$ cat config.mk
export PLATFORM = sky130hd
export DESIGN_NAME = perspective_point_projection_top
export DESIGN_NICKNAME = d
export VERILOG_FILES = /design/src/sv/ppp_pkg.sv /design/src/sv/ppp_ctrl.sv /design/src/sv/ppp_dp.sv /design/src/sv/perspective_point_projection_top.sv
export VERILOG_INCLUDE_DIRS = /design/src /design/src/sv
export SDC_FILE = /design/constraint.sdc
export NUM_CORES = 1
export LEC_CHECK = 0
export BUFFER_PORTS_ARGS = -buffer_cell sky130_fd_sc_hd__buf_2
export CAP_MARGIN = 20
export CORE_ASPECT_RATIO = 1.5
export CORE_UTILIZATION = 35
export DETAILED_ROUTE_END_ITERATION = 10
export SLEW_MARGIN = 40
export SYNTH_ARGS = -nofsm -noshare
export SYNTH_HDL_FRONTEND = slang
export SYNTH_HIERARCHICAL = 1
export SYNTH_SLANG_ARGS = --single-unit
$ cat constraint.sdc
create_clock -name clk_i -period 12.2 [get_ports clk_i]
set_input_delay 2.44 -clock clk_i [delete_from_list [all_inputs] [get_ports clk_i]]
set_output_delay 2.44 -clock clk_i [all_outputs]
set_load 0.02 [all_outputs]
$ cat src/sv/perspective_point_projection_top_assert.svh
// assertion macros shared by the projection block
// relies on clk_i and rst_ni in the module that uses them
`ifndef PERSPECTIVE_POINT_PROJECTION_TOP_ASSERT_SVH
`define PERSPECTIVE_POINT_PROJECTION_TOP_ASSERT_SVH

// property checked at every rising clock edge outside reset
`define PPP_ASSERT(lbl, prop, msg) \
  lbl: assert property (@(posedge clk_i) disable iff (!rst_ni) (prop)) else $error(msg);

// condition that must never hold outside reset
`define PPP_NEVER(lbl, cond, msg) \
  lbl: assert property (@(posedge clk_i) disable iff (!rst_ni) !(cond)) else $error(msg);

`endif

$ cat src/sv/ppp_pkg.sv
// types and constants of the perspective projection block
// no dependencies
package ppp_pkg;

  localparam int unsigned DIV_STEPS = 32;
  localparam int unsigned CNT_W     = $clog2(DIV_STEPS);

  localparam logic signed [32:0] LIMIT_MAG = 33'sd10000;
  localparam logic signed [16:0] MIN_DEPTH = 17'sd1;

  localparam logic [1:0] STAT_OK       = 2'd0;
  localparam logic [1:0] STAT_OVERFLOW = 2'd1;
  localparam logic [1:0] STAT_SKIPPED  = 2'd2;

  localparam logic [1:0] REG_CENTER_X     = 2'd0;
  localparam logic [1:0] REG_CENTER_Y     = 2'd1;
  localparam logic [1:0] REG_GROUND_DEPTH = 2'd2;

  typedef enum logic [2:0] {
    ST_IDLE,
    ST_PREP,
    ST_MUL,
    ST_DINIT,
    ST_DIV,
    ST_FIN,
    ST_OUT
  } ppp_state_e;

  typedef struct packed {
    logic signed [15:0] center_x;
    logic signed [15:0] center_y;
    logic signed [15:0] ground_depth;
  } ppp_cfg_t;

  typedef struct packed {
    logic load;
    logic prep;
    logic axis;
    logic mul;
    logic div_init;
    logic div_step;
    logic fin;
    logic emit;
  } ppp_cmd_t;

  typedef struct packed {
    logic skip;
    logic bad_depth;
    logic div_last;
  } ppp_stat_t;

endpackage

$ cat src/sv/ppp_ctrl.sv
// controller of the projection block: sequences load, multiply, divide and emit
// depends on ppp_pkg
module ppp_ctrl (
  input  logic                clk_i,
  input  logic                rst_ni,
  input  logic                in_valid_i,
  output logic                in_ready_o,
  input  logic                out_free_i,
  input  ppp_pkg::ppp_stat_t  stat_i,
  output ppp_pkg::ppp_cmd_t   cmd_o
);

  ppp_pkg::ppp_state_e state_q, state_d;
  logic                axis_q, axis_d;

  always_ff @(posedge clk_i or negedge rst_ni) begin
    if (!rst_ni) begin
      state_q <= ppp_pkg::ST_IDLE;
      axis_q  <= 1'b0;
    end else begin
      state_q <= state_d;
      axis_q  <= axis_d;
    end
  end

  // next state
  always_comb begin
    state_d = state_q;
    axis_d  = axis_q;
    case (state_q)
      ppp_pkg::ST_IDLE: begin
        if (in_valid_i) begin
          state_d = ppp_pkg::ST_PREP;
          axis_d  = 1'b0;
        end
      end
      ppp_pkg::ST_PREP:  state_d = ppp_pkg::ST_MUL;
      ppp_pkg::ST_MUL: begin
        if (stat_i.skip || stat_i.bad_depth) state_d = ppp_pkg::ST_OUT;
        else                                 state_d = ppp_pkg::ST_DINIT;
      end
      ppp_pkg::ST_DINIT: state_d = ppp_pkg::ST_DIV;
      ppp_pkg::ST_DIV: begin
        if (stat_i.div_last) state_d = ppp_pkg::ST_FIN;
      end
      ppp_pkg::ST_FIN: begin
        if (axis_q) begin
          state_d = ppp_pkg::ST_OUT;
        end else begin
          state_d = ppp_pkg::ST_MUL;
          axis_d  = 1'b1;
        end
      end
      ppp_pkg::ST_OUT: begin
        if (out_free_i) state_d = ppp_pkg::ST_IDLE;
      end
      default: state_d = ppp_pkg::ST_IDLE;
    endcase
  end

  // outputs
  always_comb begin
    cmd_o      = '0;
    cmd_o.axis = axis_q;
    in_ready_o = 1'b0;
    case (state_q)
      ppp_pkg::ST_IDLE: begin
        in_ready_o = 1'b1;
        cmd_o.load = in_valid_i;
      end
      ppp_pkg::ST_PREP:  cmd_o.prep     = 1'b1;
      ppp_pkg::ST_MUL:   cmd_o.mul      = 1'b1;
      ppp_pkg::ST_DINIT: cmd_o.div_init = 1'b1;
      ppp_pkg::ST_DIV:   cmd_o.div_step = 1'b1;
      ppp_pkg::ST_FIN:   cmd_o.fin      = 1'b1;
      ppp_pkg::ST_OUT:   cmd_o.emit     = out_free_i;
      default: ;
    endcase
  end

endmodule

$ cat src/sv/ppp_dp.sv
// datapath of the projection block: depth, product, serial divider, result
// depends on ppp_pkg and perspective_point_projection_top_assert.svh
`include "perspective_point_projection_top_assert.svh"

module ppp_dp (
  input  logic                clk_i,
  input  logic                rst_ni,
  input  ppp_pkg::ppp_cfg_t   cfg_i,
  input  ppp_pkg::ppp_cmd_t   cmd_i,
  output ppp_pkg::ppp_stat_t  stat_o,
  input  logic [47:0]         in_data_i,
  input  logic                in_last_i,
  output logic [15:0]         screen_x_o,
  output logic [15:0]         screen_y_o,
  output logic [1:0]          status_o,
  output logic                last_o
);

  logic signed [15:0] px_q, py_q, pz_q;
  logic               last_q;
  logic signed [16:0] depth_q;
  logic               skip_q, bad_q;
  logic               list_failed_q;
  logic [31:0]        prod_q;
  logic               neg_q;
  logic [31:0]        quo_q;
  logic [17:0]        rem_q;
  logic [ppp_pkg::CNT_W-1:0] cnt_q;
  logic signed [32:0] res_x_q, res_y_q;
  logic [15:0]        sx_q, sy_q;
  logic [1:0]         st_q;
  logic               lo_q;

  logic signed [16:0] depth_d;
  logic signed [16:0] diff;
  logic signed [32:0] prod_full;
  logic [17:0]        rem_sh;
  logic               fits;
  logic [17:0]        rem_next;
  logic signed [32:0] quo_s;
  logic signed [32:0] res;
  logic               range_bad;
  logic [1:0]         st_d;

  assign depth_d   = 17'(pz_q) + 17'(cfg_i.ground_depth);
  assign diff      = cmd_i.axis ? (17'(py_q) - 17'(cfg_i.center_y))
                                : (17'(px_q) - 17'(cfg_i.center_x));
  assign prod_full = 33'(diff) * 33'(cfg_i.ground_depth);

  // restoring division, one quotient bit a cycle
  assign rem_sh   = {rem_q[16:0], quo_q[31]};
  assign fits     = rem_sh >= {1'b0, depth_q};
  assign rem_next = fits ? (rem_sh - {1'b0, depth_q}) : rem_sh;

  // signed quotient truncated toward zero, then shift back by the center
  assign quo_s = neg_q ? -$signed({1'b0, quo_q}) : $signed({1'b0, quo_q});
  assign res   = quo_s + (cmd_i.axis ? 33'(cfg_i.center_y) : 33'(cfg_i.center_x));

  assign range_bad = (res_x_q < -ppp_pkg::LIMIT_MAG) || (res_x_q > ppp_pkg::LIMIT_MAG) ||
                     (res_y_q < -ppp_pkg::LIMIT_MAG) || (res_y_q > ppp_pkg::LIMIT_MAG);

  always_comb begin
    if (skip_q)         st_d = ppp_pkg::STAT_SKIPPED;
    else if (bad_q)     st_d = ppp_pkg::STAT_OVERFLOW;
    else if (range_bad) st_d = ppp_pkg::STAT_OVERFLOW;
    else                st_d = ppp_pkg::STAT_OK;
  end

  always_ff @(posedge clk_i or negedge rst_ni) begin
    if (!rst_ni) begin
      list_failed_q <= 1'b0;
    end else if (cmd_i.emit) begin
      list_failed_q <= last_q ? 1'b0 : (st_d != ppp_pkg::STAT_OK);
    end
  end

  always_ff @(posedge clk_i) begin
    if (cmd_i.load) begin
      px_q   <= in_data_i[15:0];
      py_q   <= in_data_i[31:16];
      pz_q   <= in_data_i[47:32];
      last_q <= in_last_i;
    end
    if (cmd_i.prep) begin
      depth_q <= depth_d;
      bad_q   <= depth_d < ppp_pkg::MIN_DEPTH;
      skip_q  <= list_failed_q;
    end
    if (cmd_i.mul) begin
      // magnitude stays below 2^31, so the low 32 bits are exact
      prod_q <= prod_full[31:0];
    end
    if (cmd_i.div_init) begin
      neg_q <= prod_q[31];
      quo_q <= prod_q[31] ? (32'd0 - prod_q) : prod_q;
      rem_q <= '0;
      cnt_q <= '0;
    end
    if (cmd_i.div_step) begin
      rem_q <= rem_next;
      quo_q <= {quo_q[30:0], fits};
      cnt_q <= cnt_q + 1'b1;
    end
    if (cmd_i.fin) begin
      if (cmd_i.axis) res_y_q <= res;
      else            res_x_q <= res;
    end
    if (cmd_i.emit) begin
      sx_q <= (skip_q || bad_q) ? 16'd0 : res_x_q[15:0];
      sy_q <= (skip_q || bad_q) ? 16'd0 : res_y_q[15:0];
      st_q <= st_d;
      lo_q <= last_q;
    end
  end

  assign stat_o.skip      = skip_q;
  assign stat_o.bad_depth = bad_q;
  assign stat_o.div_last  = cnt_q == ppp_pkg::CNT_W'(ppp_pkg::DIV_STEPS - 1);

  assign screen_x_o = sx_q;
  assign screen_y_o = sy_q;
  assign status_o   = st_q;
  assign last_o     = lo_q;

  `PPP_ASSERT(a_rem_below_depth, cmd_i.div_step |-> (rem_q < {1'b0, depth_q}),
              "divider remainder not below depth")
  `PPP_ASSERT(a_skip_status, (cmd_i.emit && skip_q) |=> (st_q == ppp_pkg::STAT_SKIPPED),
              "skipped point not reported as skipped")
  `PPP_ASSERT(a_last_clears, (cmd_i.emit && last_q) |=> !list_failed_q,
              "list error not cleared after last point")

endmodule

$ cat src/sv/perspective_point_projection_top.sv
// perspective projection: each accepted word goes through prep, then per axis one
// multiply, one divider load, 32 divide steps and one fixup, then emit; both axes use
// the shared bit-serial divider in turn, and a new word is taken only once the last
// result is emitted; skipped or bad-depth points go from multiply straight to emit
// rst_ni is asynchronous, active low: resets control, list error flag and config registers
// depends on ppp_pkg, ppp_ctrl, ppp_dp and perspective_point_projection_top_assert.svh
`include "perspective_point_projection_top_assert.svh"

module perspective_point_projection_top #(
  parameter int unsigned CFG_INDEX_W = 2
) (
  input  logic                   clk_i,
  input  logic                   rst_ni,
  // configuration write channel
  input  logic                   cfg_valid_i,
  output logic                   cfg_ready_o,
  input  logic [CFG_INDEX_W-1:0] cfg_index_i,
  input  logic [15:0]            cfg_data_i,
  // input points
  input  logic                   s_axis_tvalid,
  output logic                   s_axis_tready,
  input  logic [47:0]            s_axis_tdata,  // point_x, point_y, point_z
  input  logic                   s_axis_tlast,  // is_last
  // projected points
  output logic                   m_axis_tvalid,
  input  logic                   m_axis_tready,
  output logic [31:0]            m_axis_tdata,  // screen_x, screen_y
  output logic [1:0]             m_axis_tuser,  // status
  output logic                   m_axis_tlast   // last_out
);

  ppp_pkg::ppp_cfg_t  cfg_q;
  ppp_pkg::ppp_cmd_t  cmd;
  ppp_pkg::ppp_stat_t stat;
  logic               m_valid_q;
  logic               out_free;
  logic [15:0]        screen_x, screen_y;

  // config registers, always ready; writes beyond the list are dropped
  assign cfg_ready_o = 1'b1;

  always_ff @(posedge clk_i or negedge rst_ni) begin
    if (!rst_ni) begin
      cfg_q.center_x     <= '0;
      cfg_q.center_y     <= '0;
      cfg_q.ground_depth <= 16'sd1;
    end else if (cfg_valid_i) begin
      case (cfg_index_i)
        CFG_INDEX_W'(ppp_pkg::REG_CENTER_X):     cfg_q.center_x     <= cfg_data_i;
        CFG_INDEX_W'(ppp_pkg::REG_CENTER_Y):     cfg_q.center_y     <= cfg_data_i;
        CFG_INDEX_W'(ppp_pkg::REG_GROUND_DEPTH): cfg_q.ground_depth <= cfg_data_i;
        default: ;
      endcase
    end
  end

  // output slot: free when empty or being drained this cycle
  assign out_free = !m_valid_q || m_axis_tready;

  always_ff @(posedge clk_i or negedge rst_ni) begin
    if (!rst_ni) begin
      m_valid_q <= 1'b0;
    end else if (cmd.emit) begin
      m_valid_q <= 1'b1;
    end else if (m_axis_tready) begin
      m_valid_q <= 1'b0;
    end
  end

  ppp_ctrl u_ctrl (
    .clk_i      (clk_i),
    .rst_ni     (rst_ni),
    .in_valid_i (s_axis_tvalid),
    .in_ready_o (s_axis_tready),
    .out_free_i (out_free),
    .stat_i     (stat),
    .cmd_o      (cmd)
  );

  ppp_dp u_dp (
    .clk_i      (clk_i),
    .rst_ni     (rst_ni),
    .cfg_i      (cfg_q),
    .cmd_i      (cmd),
    .stat_o     (stat),
    .in_data_i  (s_axis_tdata),
    .in_last_i  (s_axis_tlast),
    .screen_x_o (screen_x),
    .screen_y_o (screen_y),
    .status_o   (m_axis_tuser),
    .last_o     (m_axis_tlast)
  );

  assign m_axis_tvalid = m_valid_q;
  assign m_axis_tdata  = {screen_y, screen_x};

  // a new result may only land in a free output slot
  `PPP_NEVER(a_emit_overwrite, cmd.emit && m_valid_q && !m_axis_tready,
             "result emitted over a pending word")
  // input is taken only when the controller is not busy with an item
  `PPP_ASSERT(a_no_accept_busy, (s_axis_tvalid && s_axis_tready) |=> !s_axis_tready,
              "input accepted while an item is in flight")

endmodule

### After elaboration in Yosys (flattened, before gate mapping)

Index checks and enable logic that the tools add are counted.

| word-level totals | value |
|---|---|
| output and inout port bits | 38 |
| word-level logic and storage cells | 105 |
| register bits after elaboration | 310 |

| operators by class | value |
|---|---|
| bitwise gates (word level) | 1 |
| eq/ne operators | 12 |
| multipliers | 1 |
| multiplexer cells | 33 |
| reduce and logical (&&, ||, !) cells | 19 |
| order comparisons | 6 |
| add/sub/neg operators | 8 |

Operators by type and width:

| cell | number |
|---|---|
| 2-to-1 mux 32 bit | 3 |
| 2-to-1 mux 17 bit | 4 |
| > comparator 33 x 15 -> 1 bit, second input constant | 2 |
| < comparator 33 x 15 -> 1 bit, second input constant | 2 |
| 2-to-1 mux 33 bit | 2 |
| subtractor 16 x 16 -> 17 bit | 2 |
| adder 33 bit | 1 |
| negation 32 -> 33 bit | 1 |
| multiplier 17 x 16 -> 32 bit | 1 |
| subtractor 1 x 32 -> 32 bit, first input constant | 1 |
| one-hot mux 3 bit (7 select lines) | 1 |
| greater-or-equal comparator 18 x 17 -> 1 bit | 1 |
| adder 16 x 16 -> 17 bit | 1 |
| < comparator 17 x 2 -> 1 bit, second input constant | 1 |
| subtractor 17 bit | 1 |
| 2-to-1 mux 3 bit | 5 |
| 2-to-1 mux 1 bit | 13 |
| AND reduction 2 bit | 6 |
| 2-to-1 mux 5 bit | 2 |
| == test 3 bit, second input constant | 3 |
| nonzero test 2 bit | 4 |
| == test 3 x 2 -> 1 bit, second input constant | 2 |
| adder 5 x 1 -> 5 bit, second input constant | 1 |
| == test 5 bit, second input constant | 1 |
| 13 further kinds | 19 |

### Longest topological paths before layout

| logic depth | value |
|---|---|
| depth in word-level cells | 9 |
| depth in mapped cells | 36 |
| depth with buffers taken out | 34 |

### By module

The synthesis kept the hierarchy.

Modules (own cells, without submodules):

| module | area an instance (um^2) | cells each | instances |
|---|---|---|---|
| ppp_dp | 25525.7 | 2565 | 1 |
| perspective_point_projection_top | 1865.5 | 107 | 1 |
| ppp_ctrl | 330.3 | 38 | 1 |

### Worst setup path after synthesis

OpenSTA, ideal clock, no wires.

| path | value |
|---|---|
| kind | reg-to-reg |
| start | reg cfg_q[34] (netlist bit) |
| end | reg u_dp.prod_q[31], data pin |
| stages on the path, launching flop included | 33 |
| setup slack | 3820 ps |
| clock period less this slack | 8380 ps |
| data arrival time | 8121 ps |
| setup time | 260 ps |
| data required time | 11940 ps |
| cells stage by stage | dfrtp_1 > inv_1 > ha_1 > nor2b_1 > o31a_1 > o311ai_1 > a21oi_1 > o31a_1 > o31a_1 > a31oi_1 > clkbuf_1 > nand2_1 > fa_1 > inv_1 > fa_1 > clkbuf_1 > xnor2_1 > xnor2_1 > fa_1 > fa_1 > inv_1 > fa_1 > inv_1 > ha_1 > a21o_1 > a21o_1 > a21oi_1 > o21ai_0 > a221oi_1 > o21ai_0 > a21oi_1 > xnor2_1 > xnor2_1 |

| on the way | value |
|---|---|
| longest elaborated chain between the ends | 3 |

RTL lines:

| what | line | text |
|---|---|---|
| start, declared | perspective_point_projection_top.sv:32 | `ppp_pkg::ppp_cfg_t cfg_q;` |
| subtractor 16 x 16 -> 17 bit | ppp_dp.sv:47 | `: (17'(px_q) - 17'(cfg_i.center_x));` |
| 2-to-1 mux 17 bit | ppp_dp.sv:46 | `assign diff = cmd_i.axis ? (17'(py_q) - 17'(cfg_i.center_y))` |
| multiplier 17 x 16 -> 32 bit | ppp_dp.sv:48 | `assign prod_full = 33'(diff) * 33'(cfg_i.ground_depth);` |
| net u_dp.prod_full[31] | ppp_dp.sv:36 | `logic signed [32:0] prod_full;` |
| end signal, assigned | ppp_dp.sv:91 | `prod_q <= prod_full[31:0];` |
| end, declared | ppp_dp.sv:24 | `logic [31:0] prod_q;` |

The timed path passes the listed nets, and every way through them passes these cells.
A chain may end at the register's enable or synchronous reset.

### Final worst setup path

| path | value |
|---|---|
| start | reg u_dp.px_q[0] |
| end | reg u_dp.prod_q[25], data pin |

| on the way | value |
|---|---|
| longest elaborated chain between the ends | 3 |

RTL lines:

| what | line | text |
|---|---|---|
| start, declared | ppp_dp.sv:19 | `logic signed [15:0] px_q, py_q, pz_q;` |
| start signal, assigned | ppp_dp.sv:79 | `px_q <= in_data_i[15:0];` |
| subtractor 16 x 16 -> 17 bit | ppp_dp.sv:47 |  |
| 2-to-1 mux 17 bit | ppp_dp.sv:46 |  |
| multiplier 17 x 16 -> 32 bit | ppp_dp.sv:48 |  |
| net u_dp.prod_full[25] | ppp_dp.sv:36 |  |

The timed path passes the listed nets, and every way through them passes these cells.

==> flow_summary_export.csv <==
group,metric,value,unit
run_status,status,"finished clean",
logic_synthesis,synth-seq-area-share,0.326,
logic_synthesis,synth_enable_flop_cells,256,
worst_setup_path,worstSetupStartpointType,"register",
timing,drv_slew,0,
logic_synthesis,yosys_warnings,6,
logic_synthesis,synth.most_common_cell,"inv_1",
logic_synthesis,synthArstFlopShare,0.174,
cts,cts_tree,"yes",
cts,cts.sinks,310,
worst_setup_path,slowest_stage,"a221oi_1",
drt,drt_wl_total,68.1,mm
cts,htreeDepth,1,
drt,dr.max_layer_used,"met4",
final_layout,n_fill_cell,7714,
timing,rsz0062_at_grt,"false",
placed_design,place.gp.congestion,0.857,
worst_setup_path,path_max_fanout,15,
worst_setup_path,critPathCaptureType,"register",
drt,dr.first_iter.drc_count,828,
timing,finalCritPeriodShare,0.742,
timing,fin_setup_tns,0,ps
timing,fin_skew,23.3,ps
die,num_rows,126,
drt,dr.pass1.iters,5,
final_layout,area_delta_synth_final,9.95,%
timing,whs,471,ps
drt,routed_via_density,5.03,
run,maxCapViolCount,0,
logic_synthesis,synth_seq_cells,310,
worst_hold_path,hold_path_class,"register to register",
worst_setup_path,timing.critical_path.mode_cell,"fa_1",
logic_synthesis,ys.flop_type,"edfxtp_1",
worst_setup_path,worstPathRequired,12530,ps
drt,antenna_left,0,
cts,cts_buffers,30,
logic_synthesis,synth_top_cell_by_area,"edfxtp_1",
logic_synthesis,synthesis.area,0.0277,mm²
global_routing,antenna_found_initial,3,
timing,tightest_slew,863,ps
drt,num_vias,19300,
worst_setup_path,crit_type,"register to register",
global_routing,overflow,0,
drt,route.met3.wl,1.72,mm
logic_synthesis,ys_top_cells_by_area,"edfxtp_1 (28%), fa_1 (19%), ha_1 (8.3%)",
worst_setup_path,cpPeakStageDelay,630,ps
logic_synthesis,synthDistinctLibCells,86,
final_layout,antenna_cells,0,
global_routing,grt_usage,0.171,
drt,wl_met1,25.7,mm
cts,max-clock-path-buffers,3,
worst_setup_path,critPathArrivalTime,9380,ps
timing,max_freq,0.111,GHz
logic_synthesis,synth_top_area_frac,0.277,
logic_synthesis,postSynthAreaPerCell,10.2,µm²
timing,finalSetupViolations,0,
global_routing,grt_first_pass_wirelength,107,mm
global_routing,grt_max_degree,90,
timing,finalHoldViolations,0,
cts,post_cts_buffers,0,
logic_synthesis,syn_inst,2710,
die,core-area,0.0785,mm²
drt,drc_errors,0,
die,dieArea,0.0804,mm²
die,ios,110,
global_routing,grt_pass1_vias,19600,
drt,wl_met2,37.8,mm
final_layout,layout-drive-gt1-share,0.100,
die,die_y,347,µm
cts,clk_latency,600,ps
timing,slew_headroom,0.425,
placed_design,dp.final_hpwl,54.1,mm
logic_synthesis,synthTopCellsByCount,"inv_1 (416), fa_1 (269), edfxtp_1 (256), nand2_1 (239), ha_1 (185)",
die,fp.dieW,232,µm
cts,ctsResizeCount,0,
final_layout,nets,3324,
timing,fin_crit,9050,ps
cts,root_buffer,"clkbuf_16",
placed_design,port_buffers,108,
drt,wl_per_cell,17.7,µm
die,initial_core_util,0.353,
cts,post_cts_hold_buffer_count,0,
logic_synthesis,synth_fp_nets,3236,
cts,clk_pin_slew,70,ps
cells in the final DEF (no fill, tap or decap), types with 37 or more instances in the layout:
| master | instances |
|---|---|
| xnor2_1 | 112 |
| inv_1 | 416 |
| xor2_1 | 51 |
| a21o_1 | 37 |
| fa_1 | 269 |
| edfxtp_1 | 256 |
| mux2_2 | 51 |
| dfrtp_1 | 46 |
| and2_1 | 173 |
| ha_1 | 185 |
| nor2_1 | 101 |
| nor2b_1 | 45 |
| nand2_1 | 239 |
| o21ai_0 | 133 |
| buf_2 | 108 |
| a21oi_1 | 87 |
critical path: cells and delay by family (launching register included):
kind / cells / cell delay (ps)
adder cells (fa/ha/maj): 9 / 3830
AO/OA/AOI/OAI: 10 / 2830
AND/OR/NAND/NOR: 5 / 1420
flip-flops: 1 / 350
buffers and inverters: 5 / 280
XOR/XNOR: 1 / 80
kinds of logic after synthesis:
group                      synth area share
buffers and inverters                0.0694
adders and majority gates             0.278
AOI/OAI and AO/OA                     0.100
muxes                                0.0272
DFF                                   0.326
and+or+nand+nor                       0.147
xor gates and xnor gates             0.0515
other                              0.000135
path summary, 6_finish.rpt:
kind | cells after the start | startpoint | slack, ps | endpoint
max reg2reg | 30 | u_dp/px_q[0] | 3150 | u_dp/prod_q[25]
min reg2reg | 0 | u_dp/last_q | 470 | u_dp/last_o
max in group asynchronous | 3 | rst_ni | 9860 | cfg_q[0]
min | 0 | u_dp/last_q | 470 | u_dp/last_o
max | 30 | u_dp/px_q[0] | 3150 | u_dp/prod_q[25]
min in group asynchronous | 2 | rst_ni | 1780 | cfg_q[13]
metal layers:
| metal | vias to the layer above | GRT usage |
|---|---|---|
| met4 | 0 | 0.0721 |
| met2 | 303 | 0.328 |
| li1 | 9260 | - |
| met5 | - | 0 |
| met3 | 104 | 0.00969 |
| met1 | 9656 | 0.191 |
state kept, by name, summed over array words and instances (netlist names), 17 cells and up:
signal        flops
u_dp/quo_q       32
cfg_q            48
u_dp/res_y_q     33
u_dp/rem_q       17
u_dp/res_x_q     33
u_dp/depth_q     17
u_dp/prod_q      32
cell type report:
cell class              instances  area [µm²]  share of cell area
multi-input cells            1903       16800               0.552
clock inverters                14        92.6             0.00304
inverters                     416        1560              0.0512
flip-flops and latches        310        9050               0.297
well taps                    1024        1280              0.0420
repair buffers                137         778              0.0255
clock buffers                  40         905              0.0297
stage by stage:
stage,cell area (µm²),util,cells,worst slack (ps)
6_report,30500,0.388,3844,3150
5_1_grt,30500,0.388,3844,2590
4_1_cts,30500,0.388,3843,3180
3_5_place_dp,29500,0.375,3789,3200
3_3_place_gp,29400,0.375,3787,3270
2_1_floorplan,27700,-,2710,3820
Power is left out: the tool's default activity adds up to more than one toggle a clock period on the data nets, which glitch-free logic cannot reach.
